## config.mk

```make
export PLATFORM = sky130hd
export DESIGN_NAME = cubic_segment_current_profile_top
export DESIGN_NICKNAME = d
export VERILOG_FILES = /design/src/rtl/core/cscp_pkg.sv /design/src/rtl/core/cscp_seq.sv /design/src/rtl/core/cscp_dpath.sv /design/src/rtl/core/cubic_segment_current_profile_top.sv
export SDC_FILE = /design/constraint.sdc
export NUM_CORES = 2
export LEC_CHECK = 0
export ABC_AREA = 1
export CORE_AREA = 2 2 302 304
export CTS_CLUSTER_SIZE = 24
export DETAILED_ROUTE_END_ITERATION = 12
export DIE_AREA = 0 0 304 306
export DONT_BUFFER_PORTS = 1
export PLACE_DENSITY = 0.78
export SLEW_MARGIN = 5
export SYNTH_ARGS = -nofsm -noshare
export SYNTH_HDL_FRONTEND = slang
export SYNTH_HIERARCHICAL = 1
export SYNTH_SLANG_ARGS = --single-unit
```

## constraint.sdc

```tcl
create_clock -name clock -period 6.7 [get_ports clock]
set_input_delay 1.005 -clock clock [delete_from_list [all_inputs] [get_ports clock]]
set_output_delay 1.005 -clock clock [all_outputs]
set_load 0.02 [all_outputs]
```

## src/rtl/core/cscp_pkg.sv

```systemverilog
// Package for the cubic segment current profile block.
// Holds payload and config types, the microcode ROM and the coefficient helper.
// No dependencies; every module of the block imports it.
package cscp_pkg;

   localparam int TIME_BITS   = 32;
   localparam int COEF_BITS   = 16;
   localparam int LEN_BITS    = 24;
   localparam int LANE_BITS   = 16;
   localparam int COEFS_BITS  = 4 * LANE_BITS;
   localparam int CEIL_BITS   = 16;
   localparam int DT_BITS     = 16;
   localparam int FRAC_BITS   = 16;
   localparam int S_BITS      = FRAC_BITS + 1;
   localparam int ACC_BITS    = 32;
   localparam int PROD_BITS   = ACC_BITS + S_BITS + 1;
   localparam int SUM_BITS    = PROD_BITS - FRAC_BITS + 1;
   localparam int END_BITS    = LEN_BITS + 2;
   localparam int TCMP_BITS   = (TIME_BITS > END_BITS) ? TIME_BITS : END_BITS;
   localparam int CNT_BITS    = $clog2(FRAC_BITS);
   localparam int STEP_BITS   = 4;
   localparam int CSR_IDX_BITS  = 3;
   localparam int CSR_DATA_BITS = 64;

   localparam logic [CNT_BITS-1:0] CNT_INIT = CNT_BITS'(FRAC_BITS - 1);
   localparam logic [S_BITS-1:0]   S_ONE    = {1'b1, {FRAC_BITS{1'b0}}};

   typedef logic [CSR_IDX_BITS-1:0] csr_index_type;
   localparam csr_index_type CSR_RAMP_UP   = 3'd0;
   localparam csr_index_type CSR_HOLD      = 3'd1;
   localparam csr_index_type CSR_RAMP_DOWN = 3'd2;
   localparam csr_index_type CSR_UP_COEF   = 3'd3;
   localparam csr_index_type CSR_DOWN_COEF = 3'd4;
   localparam csr_index_type CSR_CEILING   = 3'd5;

   typedef struct packed {
      logic [DT_BITS-1:0] time_step;
      logic               output_enabled;
      logic               charge_relay_on;
   } req_type;

   typedef struct packed {
      logic [CEIL_BITS-1:0] current_setpoint;
      logic                 wave_running;
   } rsp_type;

   typedef struct packed {
      logic [LEN_BITS-1:0]   up_len;
      logic [LEN_BITS-1:0]   hold_len;
      logic [LEN_BITS-1:0]   down_len;
      logic [COEFS_BITS-1:0] up_coef;
      logic [COEFS_BITS-1:0] down_coef;
      logic [CEIL_BITS-1:0]  ceiling;
   } cfg_type;

   typedef enum logic [1:0] {
      SEG_UP,
      SEG_HOLD,
      SEG_DOWN
   } seg_type;

   typedef enum logic [3:0] {
      OP_NOP,
      OP_ACCEPT,
      OP_CHECK,
      OP_LOAD,
      OP_DIV_STEP,
      OP_HINIT,
      OP_MUL,
      OP_ADD,
      OP_EMIT_RUN,
      OP_EMIT_IDLE
   } op_type;

   typedef enum logic [2:0] {
      COND_NEVER,
      COND_ALWAYS,
      COND_NO_REQ,
      COND_IDLE,
      COND_HOLD,
      COND_DIV_MORE,
      COND_HORNER_MORE,
      COND_OUT_BUSY
   } cond_type;

   typedef logic [STEP_BITS-1:0] step_type;
   localparam step_type STEP_WAIT      = 4'd0;
   localparam step_type STEP_CHECK     = 4'd1;
   localparam step_type STEP_LOAD      = 4'd2;
   localparam step_type STEP_DIV       = 4'd3;
   localparam step_type STEP_HINIT     = 4'd4;
   localparam step_type STEP_MUL       = 4'd5;
   localparam step_type STEP_ADD       = 4'd6;
   localparam step_type STEP_EMIT_RUN  = 4'd7;
   localparam step_type STEP_RET_RUN   = 4'd8;
   localparam step_type STEP_EMIT_IDLE = 4'd9;
   localparam step_type STEP_RET_IDLE  = 4'd10;

   typedef struct packed {
      op_type   op;
      cond_type cond;
      step_type target;
   } ctrl_type;

   typedef struct packed {
      logic run_go;
      logic seg_hold;
      logic div_more;
      logic horner_more;
      logic out_busy;
   } stat_type;

   // Microcode: run the op, then jump to target when cond holds, else fall through.
   function automatic ctrl_type rom_word(input step_type s);
      ctrl_type w;
      w = '{op: OP_NOP, cond: COND_ALWAYS, target: STEP_WAIT};
      unique case (s)
         STEP_WAIT:      w = '{op: OP_ACCEPT,    cond: COND_NO_REQ,      target: STEP_WAIT};
         STEP_CHECK:     w = '{op: OP_CHECK,     cond: COND_IDLE,        target: STEP_EMIT_IDLE};
         STEP_LOAD:      w = '{op: OP_LOAD,      cond: COND_HOLD,        target: STEP_HINIT};
         STEP_DIV:       w = '{op: OP_DIV_STEP,  cond: COND_DIV_MORE,    target: STEP_DIV};
         STEP_HINIT:     w = '{op: OP_HINIT,     cond: COND_NEVER,       target: STEP_WAIT};
         STEP_MUL:       w = '{op: OP_MUL,       cond: COND_NEVER,       target: STEP_WAIT};
         STEP_ADD:       w = '{op: OP_ADD,       cond: COND_HORNER_MORE, target: STEP_MUL};
         STEP_EMIT_RUN:  w = '{op: OP_EMIT_RUN,  cond: COND_OUT_BUSY,    target: STEP_EMIT_RUN};
         STEP_RET_RUN:   w = '{op: OP_NOP,       cond: COND_ALWAYS,      target: STEP_WAIT};
         STEP_EMIT_IDLE: w = '{op: OP_EMIT_IDLE, cond: COND_OUT_BUSY,    target: STEP_EMIT_IDLE};
         STEP_RET_IDLE:  w = '{op: OP_NOP,       cond: COND_ALWAYS,      target: STEP_WAIT};
         default:        w = '{op: OP_NOP,       cond: COND_ALWAYS,      target: STEP_WAIT};
      endcase
      return w;
   endfunction

   // Take one 16-bit lane and sign-extend its low COEF_BITS bits.
   function automatic logic signed [ACC_BITS-1:0] coef_lane(
      input logic [COEFS_BITS-1:0] coefs_w,
      input logic [1:0]            lane
   );
      logic [LANE_BITS-1:0]        raw;
      logic signed [COEF_BITS-1:0] c;
      raw = coefs_w[lane*LANE_BITS +: LANE_BITS];
      c   = raw[COEF_BITS-1:0];
      return ACC_BITS'(c);
   endfunction

endpackage

```

## src/rtl/core/cscp_seq.sv

```systemverilog
// Microcode sequencer: step counter, control ROM lookup and jump logic.
// Depends on cscp_pkg for the ROM contents and the control and status types.
module cscp_seq (
   input  logic               clock,
   input  logic               reset,
   input  logic               req_valid,
   input  cscp_pkg::stat_type stat,
   output cscp_pkg::ctrl_type ctrl,
   output logic               req_stall
);
   import cscp_pkg::*;

   step_type step_ff;
   step_type step_in;
   logic     take;

   assign ctrl      = rom_word(step_ff);
   assign req_stall = (step_ff != STEP_WAIT);

   always_comb begin
      unique case (ctrl.cond)
         COND_NEVER:       take = 1'b0;
         COND_ALWAYS:      take = 1'b1;
         COND_NO_REQ:      take = !req_valid;
         COND_IDLE:        take = !stat.run_go;
         COND_HOLD:        take = stat.seg_hold;
         COND_DIV_MORE:    take = stat.div_more;
         COND_HORNER_MORE: take = stat.horner_more;
         COND_OUT_BUSY:    take = stat.out_busy;
         default:          take = 1'b1;
      endcase
      step_in = take ? ctrl.target : STEP_BITS'(step_ff + 1'b1);
   end

   always_ff @(posedge clock) begin
      if (reset) begin
         step_ff <= STEP_WAIT;
      end else begin
         step_ff <= step_in;
      end
   end

   a_accept_to_check: assert property (@(posedge clock) disable iff (reset)
      (req_valid && !req_stall) |=> (step_ff == STEP_CHECK))
      else $error("accepted transfer did not advance to the check step");

endmodule

```

## src/rtl/core/cscp_dpath.sv

```systemverilog
// Datapath: run control, restoring divider for s, Horner unit, clamp and result register.
// Depends on cscp_pkg; driven one op per cycle by cscp_seq.
module cscp_dpath (
   input  logic               clock,
   input  logic               reset,
   input  cscp_pkg::ctrl_type ctrl,
   input  cscp_pkg::cfg_type  cfg,
   input  cscp_pkg::req_type  req_data,
   input  logic               rsp_stall,
   output cscp_pkg::stat_type stat,
   output logic               rsp_valid,
   output cscp_pkg::rsp_type  rsp_data
);
   import cscp_pkg::*;

   // control state
   logic                 run_ff, run_in;
   logic                 last_en_ff, last_en_in;
   logic                 last_relay_ff, last_relay_in;
   logic [TIME_BITS-1:0] elapsed_ff, elapsed_in;
   logic                 rsp_valid_ff, rsp_valid_in;

   // payload
   req_type                   item_ff, item_in;
   logic [END_BITS-1:0]       down_start_ff, down_start_in;
   logic [END_BITS-1:0]       run_end_ff, run_end_in;
   logic [LEN_BITS-1:0]       dlen_ff, dlen_in;
   seg_type                   seg_ff, seg_in;
   logic [LEN_BITS-1:0]       rem_ff, rem_in;
   logic [LEN_BITS-1:0]       div_ff, div_in;
   logic [FRAC_BITS-1:0]      quo_ff, quo_in;
   logic [CNT_BITS-1:0]       cnt_ff, cnt_in;
   logic [S_BITS-1:0]         s_ff, s_in;
   logic signed [ACC_BITS-1:0]  acc_ff, acc_in;
   logic signed [PROD_BITS-1:0] prod_ff, prod_in;
   logic [1:0]                lane_ff, lane_in;
   rsp_type                   rsp_ff, rsp_in;

   // combinational helpers
   logic                   en, relay, start, run_a, run_go, out_busy;
   logic [TIME_BITS-1:0]   t_chk;
   logic [TCMP_BITS-1:0]   te_chk, te_cur, trel_wide;
   logic                   in_up, in_hold, in_down;
   logic [LEN_BITS:0]      r2, r2_diff;
   logic [COEFS_BITS-1:0]  coefs;
   logic signed [S_BITS:0] s_sgn;
   logic signed [SUM_BITS-1:0] sum;
   logic [TIME_BITS:0]     tsum;
   logic [CEIL_BITS-1:0]   y;
   logic [LEN_BITS-1:0]    dlen_eff;

   assign en       = item_ff.output_enabled;
   assign relay    = item_ff.charge_relay_on;
   assign start    = en && !relay && !run_ff && (!last_en_ff || (last_relay_ff && !relay));
   assign run_a    = (start || run_ff) && en && !relay;
   assign t_chk    = start ? '0 : elapsed_ff;
   assign te_chk   = TCMP_BITS'(t_chk);
   assign in_up    = te_chk < TCMP_BITS'(cfg.up_len);
   assign in_hold  = te_chk < TCMP_BITS'(down_start_ff);
   assign in_down  = te_chk < TCMP_BITS'(run_end_ff);
   assign run_go   = run_a && in_down;
   assign out_busy = rsp_valid_ff && rsp_stall;

   assign dlen_eff  = (cfg.down_len == '0) ? LEN_BITS'(1) : cfg.down_len;
   assign te_cur    = TCMP_BITS'(elapsed_ff);
   assign trel_wide = te_cur - TCMP_BITS'(down_start_ff);
   assign r2        = {rem_ff, 1'b0};
   assign r2_diff   = r2 - {1'b0, div_ff};
   assign coefs     = (seg_ff == SEG_DOWN) ? cfg.down_coef : cfg.up_coef;
   assign s_sgn     = {1'b0, s_ff};
   assign sum       = SUM_BITS'(prod_ff >>> FRAC_BITS) + SUM_BITS'(coef_lane(coefs, lane_ff));
   assign tsum      = {1'b0, elapsed_ff} + (TIME_BITS+1)'(item_ff.time_step);

   // clamp to [0, ceiling]
   always_comb begin
      priority if (acc_ff[ACC_BITS-1]) begin
         y = '0;
      end else if (acc_ff[ACC_BITS-2:0] > (ACC_BITS-1)'(cfg.ceiling)) begin
         y = cfg.ceiling;
      end else begin
         y = acc_ff[CEIL_BITS-1:0];
      end
   end

   assign stat.run_go      = run_go;
   assign stat.seg_hold    = (seg_ff == SEG_HOLD);
   assign stat.div_more    = (cnt_ff != '0);
   assign stat.horner_more = (lane_ff != '0);
   assign stat.out_busy    = out_busy;

   always_comb begin
      run_in        = run_ff;
      last_en_in    = last_en_ff;
      last_relay_in = last_relay_ff;
      elapsed_in    = elapsed_ff;
      rsp_valid_in  = out_busy;
      item_in       = item_ff;
      down_start_in = down_start_ff;
      run_end_in    = run_end_ff;
      dlen_in       = dlen_ff;
      seg_in        = seg_ff;
      rem_in        = rem_ff;
      div_in        = div_ff;
      quo_in        = quo_ff;
      cnt_in        = cnt_ff;
      s_in          = s_ff;
      acc_in        = acc_ff;
      prod_in       = prod_ff;
      lane_in       = lane_ff;
      rsp_in        = rsp_ff;
      unique case (ctrl.op)
         OP_NOP: begin
         end
         OP_ACCEPT: begin
            // track the payload while waiting; segment bounds come from stable config
            item_in       = req_data;
            dlen_in       = dlen_eff;
            down_start_in = END_BITS'(cfg.up_len) + END_BITS'(cfg.hold_len);
            run_end_in    = END_BITS'(cfg.up_len) + END_BITS'(cfg.hold_len)
                            + END_BITS'(dlen_eff);
         end
         OP_CHECK: begin
            last_en_in    = en;
            last_relay_in = relay;
            run_in        = run_go;
            elapsed_in    = t_chk;
            priority if (in_up) begin
               seg_in = SEG_UP;
            end else if (in_hold) begin
               seg_in = SEG_HOLD;
            end else begin
               seg_in = SEG_DOWN;
            end
         end
         OP_LOAD: begin
            if (seg_ff == SEG_DOWN) begin
               rem_in = trel_wide[LEN_BITS-1:0];
               div_in = dlen_ff;
            end else begin
               rem_in = elapsed_ff[LEN_BITS-1:0];
               div_in = cfg.up_len;
            end
            cnt_in = CNT_INIT;
         end
         OP_DIV_STEP: begin
            // one quotient bit per step
            if (!r2_diff[LEN_BITS]) begin
               rem_in = r2_diff[LEN_BITS-1:0];
               quo_in = {quo_ff[FRAC_BITS-2:0], 1'b1};
            end else begin
               rem_in = r2[LEN_BITS-1:0];
               quo_in = {quo_ff[FRAC_BITS-2:0], 1'b0};
            end
            cnt_in = cnt_ff - 1'b1;
         end
         OP_HINIT: begin
            s_in    = (seg_ff == SEG_HOLD) ? S_ONE : {1'b0, quo_ff};
            acc_in  = coef_lane(coefs, 2'd3);
            lane_in = 2'd2;
         end
         OP_MUL: begin
            prod_in = acc_ff * s_sgn;
         end
         OP_ADD: begin
            // floor by arithmetic shift, add lane, saturate to 32 bits
            if ((sum[SUM_BITS-1:ACC_BITS-1] == '0) || (sum[SUM_BITS-1:ACC_BITS-1] == '1)) begin
               acc_in = sum[ACC_BITS-1:0];
            end else if (sum[SUM_BITS-1]) begin
               acc_in = {1'b1, {(ACC_BITS-1){1'b0}}};
            end else begin
               acc_in = {1'b0, {(ACC_BITS-1){1'b1}}};
            end
            lane_in = lane_ff - 1'b1;
         end
         OP_EMIT_RUN: begin
            if (!out_busy) begin
               rsp_in.current_setpoint = y;
               rsp_in.wave_running     = 1'b1;
               rsp_valid_in            = 1'b1;
               elapsed_in = tsum[TIME_BITS] ? '1 : tsum[TIME_BITS-1:0];
            end
         end
         OP_EMIT_IDLE: begin
            if (!out_busy) begin
               rsp_in       = '0;
               rsp_valid_in = 1'b1;
            end
         end
         default: begin
         end
      endcase
   end

   always_ff @(posedge clock) begin
      if (reset) begin
         run_ff        <= 1'b0;
         last_en_ff    <= 1'b0;
         last_relay_ff <= 1'b0;
         elapsed_ff    <= '0;
         rsp_valid_ff  <= 1'b0;
      end else begin
         run_ff        <= run_in;
         last_en_ff    <= last_en_in;
         last_relay_ff <= last_relay_in;
         elapsed_ff    <= elapsed_in;
         rsp_valid_ff  <= rsp_valid_in;
      end
   end

   always_ff @(posedge clock) begin
      item_ff       <= item_in;
      down_start_ff <= down_start_in;
      run_end_ff    <= run_end_in;
      dlen_ff       <= dlen_in;
      seg_ff        <= seg_in;
      rem_ff        <= rem_in;
      div_ff        <= div_in;
      quo_ff        <= quo_in;
      cnt_ff        <= cnt_in;
      s_ff          <= s_in;
      acc_ff        <= acc_in;
      prod_ff       <= prod_in;
      lane_ff       <= lane_in;
      rsp_ff        <= rsp_in;
   end

   assign rsp_valid = rsp_valid_ff;
   assign rsp_data  = rsp_ff;

   a_emit_run: assert property (@(posedge clock) disable iff (reset)
      (ctrl.op == OP_EMIT_RUN && !out_busy) |=> (rsp_valid_ff && rsp_ff.wave_running))
      else $error("running result not registered after emit");

   a_idle_zero: assert property (@(posedge clock) disable iff (reset)
      (rsp_valid_ff && !rsp_ff.wave_running) |-> (rsp_ff.current_setpoint == '0))
      else $error("idle result carries a nonzero setpoint");

   a_div_bound: assert property (@(posedge clock) disable iff (reset)
      (ctrl.op == OP_DIV_STEP) |-> (rem_ff < div_ff))
      else $error("divider remainder not below divisor");

endmodule

```

## src/rtl/core/cubic_segment_current_profile_top.sv

```systemverilog
// Flow: an accepted ramp tick runs the 16-step restoring divider for s and three
//   multiply/add Horner passes; a hold tick skips the divider; an idle or aborting tick
//   goes straight to emit. A new transfer is taken only once the step is back in wait.
// Reset (synchronous, active high): sequencer back to wait, run and edge history cleared,
//   elapsed time zero, no result pending, lengths and coefficients zero, ceiling all ones.
module cubic_segment_current_profile_top (
   input  logic                                   clock,
   input  logic                                   reset,
   input  logic                                   req_valid,
   output logic                                   req_stall,
   input  cscp_pkg::req_type                      req_data,
   output logic                                   rsp_valid,
   input  logic                                   rsp_stall,
   output cscp_pkg::rsp_type                      rsp_data,
   input  logic                                   csr_wr_en,
   input  logic [cscp_pkg::CSR_IDX_BITS-1:0]      csr_index,
   input  logic [cscp_pkg::CSR_DATA_BITS-1:0]     csr_wdata
);
   import cscp_pkg::*;

   cfg_type  cfg_ff, cfg_in;
   ctrl_type ctrl;
   stat_type stat;

   // Config registers: write-only. Writing them only while the block is idle is up to the user.
   // Narrow registers keep the low bits of the write data; unknown indexes drop the write.
   always_comb begin
      cfg_in = cfg_ff;
      if (csr_wr_en) begin
         unique case (csr_index)
            CSR_RAMP_UP:   cfg_in.up_len    = csr_wdata[LEN_BITS-1:0];
            CSR_HOLD:      cfg_in.hold_len  = csr_wdata[LEN_BITS-1:0];
            CSR_RAMP_DOWN: cfg_in.down_len  = csr_wdata[LEN_BITS-1:0];
            CSR_UP_COEF:   cfg_in.up_coef   = csr_wdata[COEFS_BITS-1:0];
            CSR_DOWN_COEF: cfg_in.down_coef = csr_wdata[COEFS_BITS-1:0];
            CSR_CEILING:   cfg_in.ceiling   = csr_wdata[CEIL_BITS-1:0];
            default: begin
            end
         endcase
      end
   end

   always_ff @(posedge clock) begin
      if (reset) begin
         cfg_ff.up_len    <= '0;
         cfg_ff.hold_len  <= '0;
         cfg_ff.down_len  <= '0;
         cfg_ff.up_coef   <= '0;
         cfg_ff.down_coef <= '0;
         cfg_ff.ceiling   <= '1;
      end else begin
         cfg_ff <= cfg_in;
      end
   end

   // Sequencer: the step counter walks the ROM program; it holds req_stall low only
   // in the wait step, so one transfer is in flight at a time.
   cscp_seq u_seq (
      .clock     (clock),
      .reset     (reset),
      .req_valid (req_valid),
      .stat      (stat),
      .ctrl      (ctrl),
      .req_stall (req_stall)
   );

   // Datapath: check start/abort, divide for s, evaluate the cubic, clamp, and hold the
   // result in its own register so the next transfer can be accepted while it waits.
   cscp_dpath u_dpath (
      .clock     (clock),
      .reset     (reset),
      .ctrl      (ctrl),
      .cfg       (cfg_ff),
      .req_data  (req_data),
      .rsp_stall (rsp_stall),
      .stat      (stat),
      .rsp_valid (rsp_valid),
      .rsp_data  (rsp_data)
   );

endmodule

```

==> impl_metrics.env <==
export IMPL_outcome="completed"
export IMPL_register_area_sq_um=13300
export IMPL_drt_iter0_drc=4628
export IMPL_max_freq_mhz=154
export IMPL_cp_end_kind="flip-flop"
export IMPL_synthToLayoutAreaGrowth_pct=6.87
export IMPL_synth_cell_types=63
export IMPL_grt_max_degree=131
export IMPL_worst_pin_slew_ns=1.14
export IMPL_fin_setup_tns_ns=0
export IMPL_die_h_microns=306
export IMPL_synthCells=7151
export IMPL_cts_hold_buffers_added=0
export IMPL_num_antenna_cells=0
export IMPL_crit_path_start_kind="flip-flop"
export IMPL_synth_seq_cells=532
export IMPL_crit_chain="buf_4 -> nand2_1 -> inv_1 -> fa_1 -> inv_1 -> fa_1 -> fa_1 -> fa_1 -> inv_1 -> fa_1 -> fa_1 -> ha_1 -> nand2_1 -> nor2_1 -> nand4_1 -> nand3_1 -> nand2_1 -> nand2_1 -> o21ai_0 -> o21ai_1 -> a21oi_1 -> xnor2_1"
export IMPL_grt_pass1_wl_microns=250000
export IMPL_reg2reg_slack_ns=0.21
export IMPL_gr_total_overflow=0
export IMPL_vias=46335
export IMPL_rsz0062_at_grt="false"
export IMPL_worstHoldPathCells=0
export IMPL_worst_path_max_fanout=10
export IMPL_grt_antenna_before_repair=3
export IMPL_fillCellCount=7825
export IMPL_grt_pass1_vias=45629
export IMPL_synthArstFlopShare_pct=0
export IMPL_tritoncts="yes"
export IMPL_dieArea_sq_um=93000
export IMPL_final_common_cell="nand2_1"
export IMPL_cpMostUsedCell="fa_1"
export IMPL_worstSetupPathType="flip-flop to flip-flop"
export IMPL_cts_max_level=2
export IMPL_worstPathRequired_ns=7.13
export IMPL_gp_routability_congestion=1.03
export IMPL_finalWirelength_microns=158000
export IMPL_synth_edf_count=265
export IMPL_synth_main_ff_cell="dfxtp_1"
export IMPL_ys_warn_count=6
export IMPL_syn_nets=8122
export IMPL_core_area_sq_um=89600
export IMPL_multiInputGateArea_sq_um=33400
export IMPL_drive_gt1_share_pct=5.67
export IMPL_pin_count=109
export IMPL_slew_headroom_pct=24.0
export IMPL_drv_cap=0
export IMPL_die_x_microns=304
export IMPL_hold_viol=0
export IMPL_setup_viol=0
export IMPL_crit_family="adder cells"
export IMPL_cp_num_buf_inv=4
export IMPL_cp_num_cells=22
export IMPL_period_share_pct=96.9
export IMPL_cts_root_buf="clkbuf_16"
export IMPL_min_path_type="flip-flop to flip-flop"
export IMPL_synth_avg_cell_area_sq_um=7.46
export IMPL_arrival_ns=6.92
export IMPL_drv_slew=0
export IMPL_wire_per_inst_microns=19.1
export IMPL_first_pass_iters=8
export IMPL_cpPeakStageDelay_ns=0.67
export IMPL_antenna_left=0
export IMPL_rows=110
export IMPL_initial_core_util_pct=59.6
export IMPL_numCtsBuffers=59
export IMPL_drc_errors=0
export IMPL_dp_hpwl_microns=123000
export IMPL_final_cell_mix="1700 x nand2_1, 1437 x inv_1, 725 x nor2_1"
export IMPL_crit_path_top_delay_cell="edfxtp_1"
export IMPL_drt_vias_per_instance=5.59
export IMPL_finalClockSkew_ns=0.0393
export IMPL_placed_cell_area_sq_um=54800
export IMPL_cts_sinks=532
export IMPL_syn_area_sq_um=53400
export IMPL_seq_area_frac_synth_pct=24.9
export IMPL_utilization_pct=63.7
export IMPL_nets=8030
export IMPL_port_buffers=0
export IMPL_clkTransAtPathRegs_ns=0.07
export IMPL_clock_path_buffers=3
export IMPL_fin_crit_ns=6.49
export IMPL_grt_usage_pct=34.1
export IMPL_final_cell_area_sq_um=57000
export IMPL_whs_ns=0.434
export IMPL_insertion_delay_ns=0.68
export IMPL_r2r_cells=22
## timing repair
item / in CTS / in global routing
setup buffers: 0 / 19
endpoints found under the setup margin: 0 / 10
gates resized for setup: 0 / 4
## through the flow
stage / setup WS (ns) / std cells
floorplan: 0.476 / 7151
global placement: 0.0497 / 8155
detailed placement: 0.111 / 8155
CTS: 0.133 / 8266
global route: 0.00371 / 8285
finish: 0.209 / 8285
## cell families (layout without fill, tap and decap cells)
group,Yosys count,count (layout),synth area share [%]
xor+xnor,166,166,2.72
buf+inv,1756,1714,12.6
fa+ha+maj,881,881,28.0
compound gates,712,712,7.70
simple gates,3104,3104,24.0
flops,532,532,24.9
## state kept, by name, summed over array words and instances (netlist names), 17 cells and up
signal / count
cfg_ff: 216
u_dpath/prod_ff: 34
u_dpath/acc_ff: 32
u_dpath/elapsed_ff: 32
u_dpath/run_end_ff: 26
u_dpath/down_start_ff: 25
u_dpath/div_ff: 24
u_dpath/dlen_ff: 24
u_dpath/rem_ff: 24
u_dpath/rsp_data: 17
u_dpath/s_ff: 17
## cells in the mapped netlist, drive strengths merged, types with 2 or more instances
cell	number	area [sq um]
a211oi	10	75.1
a21boi	17	131
a21o	20	150
a21oi	320	1700
a31o	3	26.3
a31oi	25	156
and2	3	18.8
and3	8	50.1
buf	100	517
clkbuf	203	762
dfxtp	267	5350
edfxtp	265	7960
fa	525	10500
ha	356	4450
inv	1452	5450
nand2	1754	6730
nand3	470	2390
nand3b	4	30.0
nand4	41	257
nor2	744	2860
nor3	40	225
nor3b	2	15.0
nor4	21	131
o211ai	47	353
o21a	10	75.1
o21ai	219	1120
o21bai	24	180
o221a	2	22.5
o221ai	3	26.3
o22ai	6	37.5
or2	14	87.6
xnor2	72	631
xor2	94	823
## per-layer routing
metal	vias up	track usage (%)	wire [microns]
li1	21804	-	-
met3	294	7.53	16900
met1	22142	47.6	66500
met5	-	0	11
met2	2093	53.1	69600
met4	2	10.7	5050
## path summary, 6_finish.rpt
check,to,start
max,u_dpath/prod_ff[38]$_DFFE_PN_,u_dpath/acc_ff[9]$_DFFE_PP_
min,u_dpath/quo_ff[5]$_DFFE_PP_,u_dpath/quo_ff[4]$_DFFE_PP_
max reg2reg,u_dpath/prod_ff[38]$_DFFE_PN_,u_dpath/acc_ff[9]$_DFFE_PP_
min reg2reg,u_dpath/quo_ff[5]$_DFFE_PP_,u_dpath/quo_ff[4]$_DFFE_PP_
## cell type report
type / count / share of cell area, %
multi-input combinational: 4863 / 58.6
sequential: 532 / 23.3
inverter: 1453 / 9.57
clock buffer: 72 / 2.78
tap: 1176 / 2.58
timing repair buffer: 150 / 2.30
clock inverter: 39 / 0.862
Power is left out: the tool's default activity adds up to more than one toggle a clock period on the data nets, which glitch-free logic cannot reach.
